===== config.mk =====
export PLATFORM = sky130hd
export DESIGN_NAME = xts_merge_flat
export DESIGN_NICKNAME = d
export VERILOG_FILES = /design/src/xts_pkg.sv /design/src/xts_if.sv /design/src/xts_merge.sv /design/src/flat_wrapper.sv
export SDC_FILE = /design/constraint.sdc
export NUM_CORES = 1
export LEC_CHECK = 0
export BUFFER_PORTS_ARGS = -buffer_cell sky130_fd_sc_hd__buf_4
export CAP_MARGIN = 0
export CORE_MARGIN = 3
export CORE_UTILIZATION = 36
export CTS_CLUSTER_DIAMETER = 120
export DETAILED_ROUTE_END_ITERATION = 8
export MAX_ROUTING_LAYER = met4
export PLACE_DENSITY = 0.81
export SYNTH_ARGS = -nofsm -noshare
export SYNTH_HDL_FRONTEND = slang
export SYNTH_SLANG_ARGS = --single-unit

===== constraint.sdc =====
create_clock -name i_clk -period 2.76 [get_ports i_clk]
set_clock_uncertainty 0.1 [all_clocks]
set_input_delay 0.276 -clock i_clk [delete_from_list [all_inputs] [get_ports i_clk]]
set_output_delay 0.276 -clock i_clk [all_outputs]
set_load 0.05 [all_outputs]

===== src/xts_pkg.sv =====
// shared types, constants and the gamma power table for the xyz to srgb pixel block
`timescale 1ns / 1ps

package xts_pkg;

    // field widths
    localparam int IN_W   = 18;
    localparam int OUT_W  = 16;
    localparam int COEF_W = 19;
    localparam int PROD_W = IN_W + COEF_W;
    localparam int SUM_W  = PROD_W + 2;
    localparam int LIN_W  = 17;
    localparam int FRAC_W = 16;

    // power table geometry
    localparam int GAMMA_TABLE_SIZE = 256;
    localparam int GT_LAST          = GAMMA_TABLE_SIZE - 1;
    localparam int GT_IDX_W         = $clog2(GAMMA_TABLE_SIZE);
    localparam int GT_W             = 17;

    // encoding constants, Q.16 unless noted; PW_OFFSET is Q.32
    localparam int  LIN_FULL   = 65536;
    localparam int  OUT_MAX    = 65535;
    localparam int  ROUND_HALF = 32768;
    localparam int  LIN_KNEE   = 205;
    localparam int  LIN_SLOPE  = 846725;
    localparam int  LIN_SLOPE_W = 20;
    localparam int  PW_GAIN    = 69140;
    localparam int  PW_OFFSET  = 236223201;

    // lane pipeline depth
    localparam int LANE_STAGES = 6;

    // one matrix row
    typedef struct packed {
        logic signed [COEF_W-1:0] cx;
        logic signed [COEF_W-1:0] cy;
        logic signed [COEF_W-1:0] cz;
    } t_row;

    localparam t_row ROW_RED   = '{cx: 19'sd212366, cy: -19'sd100738, cz: -19'sd32672};
    localparam t_row ROW_GREEN = '{cx: -19'sd63522, cy: 19'sd122946, cz: 19'sd2723};
    localparam t_row ROW_BLUE  = '{cx: 19'sd3647, cy: -19'sd13371, cz: 19'sd69286};

    // stage enables from the merge stage to the lanes
    typedef struct packed {
        logic [LANE_STAGES-1:0] en;
    } t_ctl;

    // lane results
    typedef struct packed {
        logic [OUT_W-1:0] blue;
        logic [OUT_W-1:0] green;
        logic [OUT_W-1:0] red;
    } t_rgb;

    typedef logic [GAMMA_TABLE_SIZE-1:0][GT_W-1:0] t_gtab;

    // floor of the square root, bit by bit
    function automatic logic [63:0] root2(input logic [63:0] n_in);
        logic [63:0] n;
        logic [63:0] r;
        logic [63:0] b;
        n = n_in;
        r = '0;
        b = 64'd1 << 62;
        for (int j = 0; j < 32; j++) begin
            if (b > n) begin
                b = b >> 2;
            end
        end
        for (int j = 0; j < 32; j++) begin
            if (b != 0) begin
                if (n >= r + b) begin
                    n = n - (r + b);
                    r = (r >> 1) + b;
                end else begin
                    r = r >> 1;
                end
                b = b >> 2;
            end
        end
        return r;
    endfunction

    // floor of the cube root, binary search
    function automatic logic [63:0] root3(input logic [63:0] n);
        logic [63:0] lo;
        logic [63:0] hi;
        logic [63:0] mid;
        lo = '0;
        hi = 64'd1 << 20;
        for (int j = 0; j < 24; j++) begin
            if (lo < hi) begin
                mid = (lo + hi + 64'd1) >> 1;
                if (mid * mid * mid <= n) begin
                    lo = mid;
                end else begin
                    hi = mid - 64'd1;
                end
            end
        end
        return lo;
    endfunction

    // node i holds (i / last)^(1/2.4) in Q.16
    function automatic logic [GT_W-1:0] gtab_node(input int i);
        logic [63:0] a;
        logic [63:0] s;
        logic [63:0] q;
        logic [63:0] w;
        logic [63:0] r;
        logic [63:0] e;
        a = (64'(i) << 30) / 64'(GT_LAST);
        s = root2(a << 30);
        q = root2(s << 30);
        w = (a * q) >> 30;
        r = root3(w << 30);
        e = (r + 64'd8) >> 4;
        if (e > 64'(LIN_FULL)) begin
            e = 64'(LIN_FULL);
        end
        return e[GT_W-1:0];
    endfunction

    function automatic t_gtab build_gtab();
        t_gtab t;
        for (int i = 0; i < GAMMA_TABLE_SIZE; i++) begin
            t[i] = gtab_node(i);
        end
        return t;
    endfunction

    localparam t_gtab GTAB = build_gtab();

endpackage


===== src/xts_if.sv =====
// pixel input and output channel interfaces
`timescale 1ns / 1ps

interface xts_in_if;
    logic                              valid;
    logic                              ready;
    logic signed [xts_pkg::IN_W-1:0]   x_in;
    logic signed [xts_pkg::IN_W-1:0]   y_in;
    logic signed [xts_pkg::IN_W-1:0]   z_in;

    modport source (output valid, output x_in, output y_in, output z_in, input ready);
    modport sink   (input valid, input x_in, input y_in, input z_in, output ready);
endinterface

interface xts_out_if;
    logic                        valid;
    logic                        ready;
    logic [xts_pkg::OUT_W-1:0]   blue_out;
    logic [xts_pkg::OUT_W-1:0]   green_out;
    logic [xts_pkg::OUT_W-1:0]   red_out;

    modport source (output valid, output blue_out, output green_out, output red_out,
                    input ready);
    modport sink   (input valid, input blue_out, input green_out, input red_out,
                    output ready);
endinterface


===== src/xts_merge.sv =====
// merge stage: stage valid chain, lane result register and channel handshake
`timescale 1ns / 1ps

module xts_merge (
    input  logic            i_clk,
    input  logic            i_rst_n,
    xts_in_if.sink          i_pix,
    xts_out_if.source       o_pix,
    input  xts_pkg::t_rgb   i_enc,
    output xts_pkg::t_ctl   o_ctl
);

    logic [xts_pkg::LANE_STAGES-1:0] r_v;
    logic                            r_out_v;
    xts_pkg::t_rgb                   r_out;
    logic                            n_en_out;
    logic [xts_pkg::LANE_STAGES-1:0] n_en;

    // a stage moves when it is empty or the next one moves
    assign n_en_out = !r_out_v || o_pix.ready;

    always_comb begin
        n_en[xts_pkg::LANE_STAGES-1] = !r_v[xts_pkg::LANE_STAGES-1] || n_en_out;
        for (int s = xts_pkg::LANE_STAGES - 2; s >= 0; s--) begin
            n_en[s] = !r_v[s] || n_en[s+1];
        end
    end

    assign o_ctl.en    = n_en;
    assign i_pix.ready = n_en[0];

    // valid bits of the lane stages and the output register
    always_ff @(posedge i_clk) begin
        if (!i_rst_n) begin
            r_v     <= '0;
            r_out_v <= 1'b0;
        end else begin
            if (n_en[0]) begin
                r_v[0] <= i_pix.valid;
            end
            for (int s = 1; s < xts_pkg::LANE_STAGES; s++) begin
                if (n_en[s]) begin
                    r_v[s] <= r_v[s-1];
                end
            end
            if (n_en_out) begin
                r_out_v <= r_v[xts_pkg::LANE_STAGES-1];
            end
        end
    end

    // combined result of the three lanes
    always_ff @(posedge i_clk) begin
        if (n_en_out) begin
            r_out <= i_enc;
        end
    end

    assign o_pix.valid     = r_out_v;
    assign o_pix.blue_out  = r_out.blue;
    assign o_pix.green_out = r_out.green;
    assign o_pix.red_out   = r_out.red;

endmodule


===== src/flat_wrapper.sv =====
// flat-port wrapper written by rule: the top's interface ports become plain ports
module xts_merge_flat 
  (i_clk, i_rst_n, i_enc, o_ctl, i_pix_valid, i_pix_x_in, i_pix_y_in, i_pix_z_in, i_pix_ready, o_pix_valid, o_pix_blue_out, o_pix_green_out, o_pix_red_out, o_pix_ready);
  xts_in_if i_pix_i ();
  xts_out_if o_pix_i ();
  input  logic i_clk;
  input  logic i_rst_n;
  input  xts_pkg::t_rgb i_enc;
  output xts_pkg::t_ctl o_ctl;
  input wire logic [$bits(i_pix_i.valid)-1:0] i_pix_valid;
  input wire logic [$bits(i_pix_i.x_in)-1:0] i_pix_x_in;
  input wire logic [$bits(i_pix_i.y_in)-1:0] i_pix_y_in;
  input wire logic [$bits(i_pix_i.z_in)-1:0] i_pix_z_in;
  output wire logic [$bits(i_pix_i.ready)-1:0] i_pix_ready;
  output wire logic [$bits(o_pix_i.valid)-1:0] o_pix_valid;
  output wire logic [$bits(o_pix_i.blue_out)-1:0] o_pix_blue_out;
  output wire logic [$bits(o_pix_i.green_out)-1:0] o_pix_green_out;
  output wire logic [$bits(o_pix_i.red_out)-1:0] o_pix_red_out;
  input wire logic [$bits(o_pix_i.ready)-1:0] o_pix_ready;
  assign i_pix_i.valid = i_pix_valid;
  assign i_pix_i.x_in = i_pix_x_in;
  assign i_pix_i.y_in = i_pix_y_in;
  assign i_pix_i.z_in = i_pix_z_in;
  assign i_pix_ready = i_pix_i.ready;
  assign o_pix_valid = o_pix_i.valid;
  assign o_pix_blue_out = o_pix_i.blue_out;
  assign o_pix_green_out = o_pix_i.green_out;
  assign o_pix_red_out = o_pix_i.red_out;
  assign o_pix_i.ready = o_pix_ready;
  xts_merge u_core (.i_clk(i_clk), .i_rst_n(i_rst_n), .i_pix(i_pix_i), .o_pix(o_pix_i), .i_enc(i_enc), .o_ctl(o_ctl));
endmodule

==> qor.txt <==
status: completed
Tot Pwr: 1.713 mW
final setup TNS: 0 ns
Initial Utilization: 38.58%
core region area: 4534 um2
Mapped Avg Cell Area: 22.14 um2
Hold/Removal Path Class: in -> reg
Lkg Pwr: 1.189 nW
vias per inst: 4.182
largest net degree at the start of global routing: 30
Inserted Diodes: 0
f_max: 539.2 MHz
PD cells: 625.3 nW/um2
register share of total power: 55.7%
post-synthesis net count: 185
Max Root-Sink Buffers: 2
multiplexer area fraction after synthesis: 0%
std cell rows: 24
hold_sp: i_enc[31]
period utilisation layout: 67.19%
# Post-CTS Setup Buffers: 0
largest family of logic cells by synthesized area: simple AND/OR/NAND/NOR gates
clk root buf: clkbuf_8
Setup crit start: u_core.o_pix.valid
Cells after Synth: 79
cell internal pwr: 1.301 mW
Final Critical Period: 1.855 ns
EDFF count, synth: 48
Sink Count: 55
post-synthesis simple-gate area fraction: 4.435%
Cell Area, Synth: 1749 um2
RD Place Congestion: 0.7036
CTS hold repair buffers: 0
drt initial violations: 53
Clk network pwr share: 29.3%
final instance area: 2739 um2
FF-to-FF path depth: 2
drt first pass iters: 4
setup violators final: 0
first-pass GRT wire length: 5.071 mm
setup repair after global routing missed its margin: no
CTS H-tree depth: 2
ys async rst share: 0%
Worst slew margin: 54.80%
count of final hold-check violations: 0
Num CTS Buffers: 5
Worst Hold Path Cells: 1
drt total wl: 3.840 mm
routed len/inst: 14.88 um
share of layout cells above drive strength 1: 63.21%
VDD IR max: 247.0 uV
post_cts resized: 0
slew at the pin with the worst max-slew slack: 0.6780 ns
FF-to-FF Start: u_core.o_pix.valid
Unique masters post-synth: 19
clock slew at reported path FFs: 0.09 ns
Setup crit start kind: register
placed cell count: 251
Sw Pwr: 0.4114 mW
Synth Area in Adders: 0%
post-DP HPWL: 3.023 mm
overall global routing resource usage: 12.94%
PortBufs: 107
Vias: 1079
Die ar.: 5731 um2
Non-Filler Instances: 258
post-synthesis sequential area ratio: 90.41%
initial antenna violation count: 0
Area Overhead vs Synth: 56.58%
grt ovf: 0
Antenna Violating Nets Remaining: 0
number of warnings issued by yosys: 0
Chip Height: 75.71 um
Worst Path Arrival: 1.48 ns
FF-to-FF setup slack: 1.22 ns
vias in the first global route: 994
predominant post-synthesis flop cell: edfxtp_1
maxcap violations: 0
Critical Path RT: 2.38 ns
critical path endpoint: o_ctl[1]
Max Slew Vio Count: 0
Critical R2R Capture: u_core.o_pix.green_out[4]
DP Area: 2633 um2
insertion delay to the later sink of the worst-skew pair: 0.29 ns
sw frac: 24.02%
Setup CP Type: reg -> out
Horiz. Die Dim: 75.71 um
xor/xnor cell area share of the yosys netlist: 0%
CP Max Fanout: 8
io pins: 162
crit end category: primary output
Synth Area in Compound Gates: 3.004%
CTS tree: done
fin nets: 299
Gate power share: 15.0%
drc violations: 0
Synth Register Bits: 55
[worst max-delay path, stage by stage (launching register included)]
cell	delay (ns)
dfxtp_1	0.38
and3b_1	0.35
and2_4	0.22
nand2_1	0.05
buf_4	0.19
[how the worst min path moves through the flow]
| stage | to |
|---|---|
| 3_3_place_gp | u_core.o_pix.valid |
| 2_1_floorplan | u_core.o_pix.blue_out[0] |
| 3_5_place_dp | u_core.o_pix.valid |
| 5_1_grt | u_core.o_pix.green_out[5] |
| 4_1_cts | u_core.o_pix.red_out[6] |
| 6_report | u_core.o_pix.green_out[15] |
[Yosys cell counts, types with 2 or more instances]
| library cell | n | area [um2] |
|---|---|---|
| dfxtp_1 | 7 | 140.1 |
| o21a_1 | 2 | 15.01 |
| inv_1 | 5 | 18.77 |
| edfxtp_1 | 48 | 1441 |
| nand2_1 | 2 | 7.510 |
| nor2b_1 | 2 | 12.51 |
[registers in the layout (all words and copies together), names as in the netlist]
register	cells
u_core.o_pix.blue_out	16
u_core.o_pix.green_out	16
u_core.o_pix.red_out	16
u_core.r_v	6
u_core.o_pix.valid	1
[cell type report]
type,instances,area [um2]
Clock inverter,2,37.54
Inverter,5,18.77
Tap cell,65,81.33
Clock buffer,5,68.82
Multi-Input combinational cell,17,132.6
Sequential cell,55,1582
Timing Repair Buffer,109,818.3
Fill cell,360,1795
[power by group through the flow]
stage | Combinational [mW] | Sequential, mW | Clock, mW
after global routing | 0.267 | 0.958 | 0.556
after detailed placement | 0.259 | 0.973 | 0
final | 0.257 | 0.953 | 0.502
after CTS | 0.259 | 0.954 | 0.520
after floorplan | 0.00431 | 1.11 | 0
after global placement | 0.256 | 0.972 | 0
[layer usage]
layer | GRT usage, % | up-vias | part of all wire, %
li1 | - | 520 | -
met1 | 13.17 | 486 | 36
met2 | 21.19 | 71 | 49
met3 | 6.464 | 2 | 14
met4 | 5.243 | 0 | 0.86
met5 | - | - | 0
[cells by family after synthesis]
group           after synthesis
flops                        55
simple gates                 10
compound gates                7
buf+inv                       7
[stage by stage]
step	setup WS (ns)	hold WS, ns	utilization, %
after floorplan	0.4809	0.2749	-
after global placement	1.090	0.3376	58.06
after detailed placement	1.093	0.3477	58.06
after CTS	0.8780	0.03742	60.40
after global routing	0.8095	0.02442	60.40
final	0.9055	0.05021	60.40
[cell usage in the layout (no fill, tap or decap), drive strengths merged]
cell	n
dfxtp	7
nand3	1
nor2b	2
a21oi	1
inv	5
o21a	2
a21boi	3
bufinv	1
and3b	1
nand2	2
and2	1
and3	1
nand2b	1
clkinvlp	1
edfxtp	48
clkbuf	5
buf	109
a31oi	1
nand4	1
Note: power is estimated with default switching activity, not from simulation.
